[src/hdl/prb_pkg.sv]
// ============================================================================
// prb_pkg: shared types and constants for the packet ring buffer
// Item layouts, command and status codes, controller states and the
// command/status groups passed between the controller and the datapath.
// ============================================================================
package prb_pkg;

  localparam int CFG_W          = 5;
  localparam int WORD_W         = 64;
  localparam int BC_W           = 4;
  localparam int LEN_W          = 10;
  localparam int BYTES_PER_WORD = 8;
  localparam int FIRST_BYTE_BIT = 7;   // bit 7 of the first byte (mask 0x80)

  localparam logic [CFG_W-1:0] SLOTS_RESET = CFG_W'(16);

  typedef enum logic [1:0] {
    CMD_WRITE  = 2'd0,
    CMD_MARKER = 2'd1,
    CMD_POP    = 2'd2,
    CMD_CLEAR  = 2'd3
  } prb_cmd_t;

  typedef enum logic [1:0] {
    ST_RECEIVED  = 2'd0,
    ST_FINISH    = 2'd1,
    ST_POP_DATA  = 2'd2,
    ST_POP_EMPTY = 2'd3
  } prb_status_t;

  typedef enum logic [1:0] {
    S_IDLE,
    S_POP_READ,
    S_POP_SEND
  } prb_state_t;

  typedef struct packed {
    prb_cmd_t            command;
    logic [WORD_W-1:0]   data_word;
    logic [BC_W-1:0]     byte_count;
    logic                last_word;
  } prb_in_t;

  typedef struct packed {
    prb_status_t         status;
    logic [WORD_W-1:0]   data_word_res;
    logic [BC_W-1:0]     byte_count_res;
    logic                last;
    logic [LEN_W-1:0]    packet_length;
    logic                dropped_oldest;
    logic                truncated;
  } prb_out_t;

  // Controller to datapath.
  typedef struct packed {
    logic exec;        // carry out the accepted command this cycle
    logic rd_en;       // read the next word of the packet being popped
    logic load_word;   // load a popped word into the result register
  } prb_ctrl_t;

  // Datapath to controller.
  typedef struct packed {
    logic out_free;    // result register can take a new item this cycle
    logic count_zero;  // no stored packets
    logic pop_last;    // the word being popped is the final one
  } prb_stat_t;

endpackage

[src/hdl/prb_ctrl.sv]
// ============================================================================
// prb_ctrl: command sequencer for the packet ring buffer
// Writes, markers, clears and empty pops run from idle; a pop walks the stored words of one
// packet through the word memory and the result register.
// ============================================================================
module prb_ctrl (
  input  logic                clk,
  input  logic                rst,
  input  logic                cmd_valid,
  input  prb_pkg::prb_cmd_t   command,
  input  prb_pkg::prb_stat_t  stat,
  output logic                cmd_stall,
  output prb_pkg::prb_ctrl_t  ctrl
);
  import prb_pkg::*;

  prb_state_t state;
  prb_state_t state_next;

  always_ff @(posedge clk) begin
    if (rst) begin
      state <= S_IDLE;
    end else begin
      state <= state_next;
    end
  end

  always_comb begin
    state_next = state;
    unique case (state)
      S_IDLE: begin
        if (cmd_valid && stat.out_free && (command == CMD_POP) && !stat.count_zero) begin
          state_next = S_POP_READ;
        end
      end
      S_POP_READ: begin
        state_next = S_POP_SEND;
      end
      S_POP_SEND: begin
        if (stat.out_free && stat.pop_last) begin
          state_next = S_IDLE;
        end
      end
      default: begin
        state_next = S_IDLE;
      end
    endcase
  end

  always_comb begin
    cmd_stall      = 1'b1;
    ctrl.exec      = 1'b0;
    ctrl.rd_en     = 1'b0;
    ctrl.load_word = 1'b0;
    unique case (state)
      S_IDLE: begin
        cmd_stall = !stat.out_free;
        ctrl.exec = cmd_valid && stat.out_free;
      end
      S_POP_READ: begin
        ctrl.rd_en = 1'b1;
      end
      S_POP_SEND: begin
        ctrl.load_word = stat.out_free;
        ctrl.rd_en     = stat.out_free && !stat.pop_last;
      end
      default: begin
        cmd_stall = 1'b1;
      end
    endcase
  end

endmodule

[config.mk]
export PLATFORM = sky130hd
export DESIGN_NAME = prb_ctrl
export DESIGN_NICKNAME = d
export VERILOG_FILES = /design/src/hdl/prb_pkg.sv /design/src/hdl/prb_ctrl.sv
export SDC_FILE = /design/constraint.sdc
export NUM_CORES = 1
export LEC_CHECK = 0
export BUFFER_PORTS_ARGS = -buffer_cell sky130_fd_sc_hd__buf_2
export CAP_MARGIN = 20
export CORE_AREA = 2 2 39 41
export CTS_CLUSTER_DIAMETER = 30
export DETAILED_ROUTE_END_ITERATION = 8
export DIE_AREA = 0 0 41 43
export PLACE_DENSITY = 0.34
export SYNTH_ARGS = -nofsm -noshare
export SYNTH_HDL_FRONTEND = slang
export SYNTH_SLANG_ARGS = --single-unit
[constraint.sdc]
create_clock -name clk -period 1.5 [get_ports clk]
set_input_delay 0.15 -clock clk [delete_from_list [all_inputs] [get_ports clk]]
set_output_delay 0.15 -clock clk [all_outputs]
set_load 0.02 [all_outputs]
==> run_results.csv <==
group,metric,value,unit
run_status,status,"finished, final reports clean",
sta,timing.fmax,690,MHz
power_and_ir_drop,clockPowerShare,56.4,%
cts,numCtsBuffers,3,
sta,fin_worst_skew,3.13,ps
sta,post-route-period-util,96.7,%
worst_setup_path,cp-end-kind,"primary output",
worst_setup_path,crit_fanout,2,
global_route,gr-usage-met3,4.71,%
die,design.core.area,0.00138,mm2
final_layout,largest_reg_flops,2,
routing,dr_total_vias,220,
final_layout,layout_common_cells,"buf_2 (10), clkbuf_4 (3)",
global_route,antenna_found_initial,0,
routing,ant_nets,0,
cts,clkTransAtPathRegs,30,ps
die,row_count,14,
global_route,first_global_vias,235,
power_and_ir_drop,vdd_drop_max,0.272,mV
worst_setup_path,critPathLaunchType,"flop",
die,die_x,41,um
final_layout,top_register,"state",
synthesis,synthCells,24,
worst_setup_path,critical_path_class,"flop to primary output",
power_and_ir_drop,switching_power,0.0000475,W
synthesis,synth.avg_cell_area,8.34,um2
cts,clk_latency,220,ps
global_route,top_usage_layer,"met2",
final_layout,finish.utilization,24.8,%
power_and_ir_drop,power_switching_share,23.0,%
global_route,grtUsageTotal,7.51,%
synthesis,synthesis.nets,35,
cts,cts_max_level,1,
place,gp_routability_congestion,0.630,
die,io_pins,12,
cts,cts_buffer_depth,2,
power_and_ir_drop,p_int,0.000158,W
sta,setup_viol_count_final,0,
power_and_ir_drop,power_frac_comb,16.9,%
final_layout,fin_cells,56,
worst_setup_path,rrSetupSlack,210,ps
global_route,use_met2,10.3,%
cts,cts-root-buf,"clkbuf_4",
final_layout,area_delta_synth_final,71.3,%
place,io_buffers,11,
sta,final_hold_viol_count,0,
final_layout,n_fill_cell,165,
place,dp_slack,151,ps
power_and_ir_drop,power_leakage,0.166,nW
power_and_ir_drop,seq_power_share,26.6,%
routing,dr.first_iter.drc_count,4,
global_route,grt_max_degree,6,
synthesis,yosys_warnings,0,
worst_setup_path,worstPathArrival,1300,ps
routing,via_per_inst,3.93,
routing,drt_pass1_iterations,4,
sta,drv_slew,0,
sta,tightest_slew,194,ps
sta,finalCriticalPeriod,1450,ps
run,drv_cap,0,
final_layout,final_nets,53,
die,start_util,14.5,%
die,die_h,43,um
synthesis,synth_seq_cells,2,
final_layout,largestRegisters,"state: 2 flops",
cts,tritoncts,"done",
worst_hold_path,hold_class,"primary input to flop",
sta,relSlewSlack,87.0,%
die,design.die.area,0.00176,mm2
sta,fin_tns_setup,0,ps
routing,wire_per_inst,8.66,um
synthesis,ys_types,17,
power_and_ir_drop,power_density,601,mW/mm2
sta,rsz0062_at_grt,"true",
global_route,overflow,0,
worst_setup_path,crit_required,1350,ps
routing,drc_errors,0,
final_layout,num_antenna_cells,0,
synthesis,ys_seq_area_share,20.0,%
cts,cts_sinks,2,
final_layout,final_common_cell,"buf_2",
global_route,grt_pass1_wl,841,um
place,dp_cells,51,
sta,setup_ws,49.9,ps
routing,wirelength,485,um
global_route,globalRouteMet1Util,7.64,%
final_layout,drive_above_1_share,62.5,%
synthesis,synthesis.area,200,um2
-- synth_stat cells --
cell	number	area share, %
o21a_1	1	3.8
o21ba_1	1	5.0
nor2_1	2	3.8
nor4_2	1	6.2
nand2b_1	1	3.1
nand2_1	1	1.9
a21oi_1	2	5.0
o21ai_1	1	2.5
nand2_2	1	3.1
and2_1	1	3.1
nor2b_1	1	3.1
dfxtp_1	2	20
nor3_2	1	5.0
inv_1	2	3.8
a21boi_2	1	5.6
ha_1	3	19
and3_1	2	6.2
-- through the flow --
step	total power (W)	instance area, um2	hold slack, ps
after CTS	0.000216	343	92.7
after detailed placement	0.0000878	275	341
after global placement	0.0000874	275	334
after global routing	0.000232	343	93.7
final	0.000206	343	100
after floorplan	0.0000709	200	220
-- path summary, 6_finish.rpt --
kind | startpoint | cells past startpoint | end
worst max-delay path | state[0]$_SDFFE_PP0P_ | 6 | ctrl[1]
worst min-delay path | rst | 2 | state[0]$_SDFFE_PP0P_
worst max register to register | state[0]$_SDFFE_PP0P_ | 6 | state[1]$_SDFFE_PP0P_
worst min register to register | state[0]$_SDFFE_PP0P_ | 3 | state[0]$_SDFFE_PP0P_
-- logic make-up after synthesis --
family                   after synthesis  synth area share, %
AO/OA/AOI/OAI                          6                 21.9
adder cells (fa/ha/maj)                3                 18.8
flip-flops                             2                 20.0
AND/OR/NAND/NOR                       11                 35.6
buffers and inverters                  2                 3.75
-- worst max-delay path: stages, from the launching register on --
cell     delay [ps]
dfxtp_2         320
inv_2            50
ha_4            150
and2_4          150
nor2b_4         110
o21a_1          170
buf_6           130
-- timing repair --
action	in CTS	in global routing
pin swaps	1	2
endpoints found under the setup margin	1	2
hold buffers	0	0
buffers inserted	2	0
gates resized for setup	9	0
-- layout make-up --
| type | count | area (um2) | area share, % |
|---|---|---|---|
| repair buffers | 13 | 76.3 | 22.3 |
| multi-input cells | 20 | 175 | 51.1 |
| clock buffers | 3 | 22.5 | 6.57 |
| inverters | 2 | 7.51 | 2.19 |
| flip-flops and latches | 2 | 41.3 | 12.0 |
| well taps | 16 | 20.0 | 5.84 |
-- power groups by stage --
stage	Clock [W]	Combinational, W	Sequential, W
floorplan	0	0.0000156	0.0000553
global placement	0	0.0000320	0.0000554
detailed placement	0	0.0000324	0.0000554
CTS	0.000125	0.0000356	0.0000548
global route	0.000137	0.0000400	0.0000549
finish	0.000116	0.0000349	0.0000548
-- metal layers --
| layer | up-vias | wire length [um] | part of all wire [%] |
|---|---|---|---|
| li1 | 116 | - | - |
| met1 | 94 | 199 | 41 |
| met2 | 10 | 231 | 48 |
| met3 | 0 | 54 | 11 |
| met4 | 0 | 0 | 0 |
| met5 | - | 0 | 0 |
(Power assumes the default switching activity.)
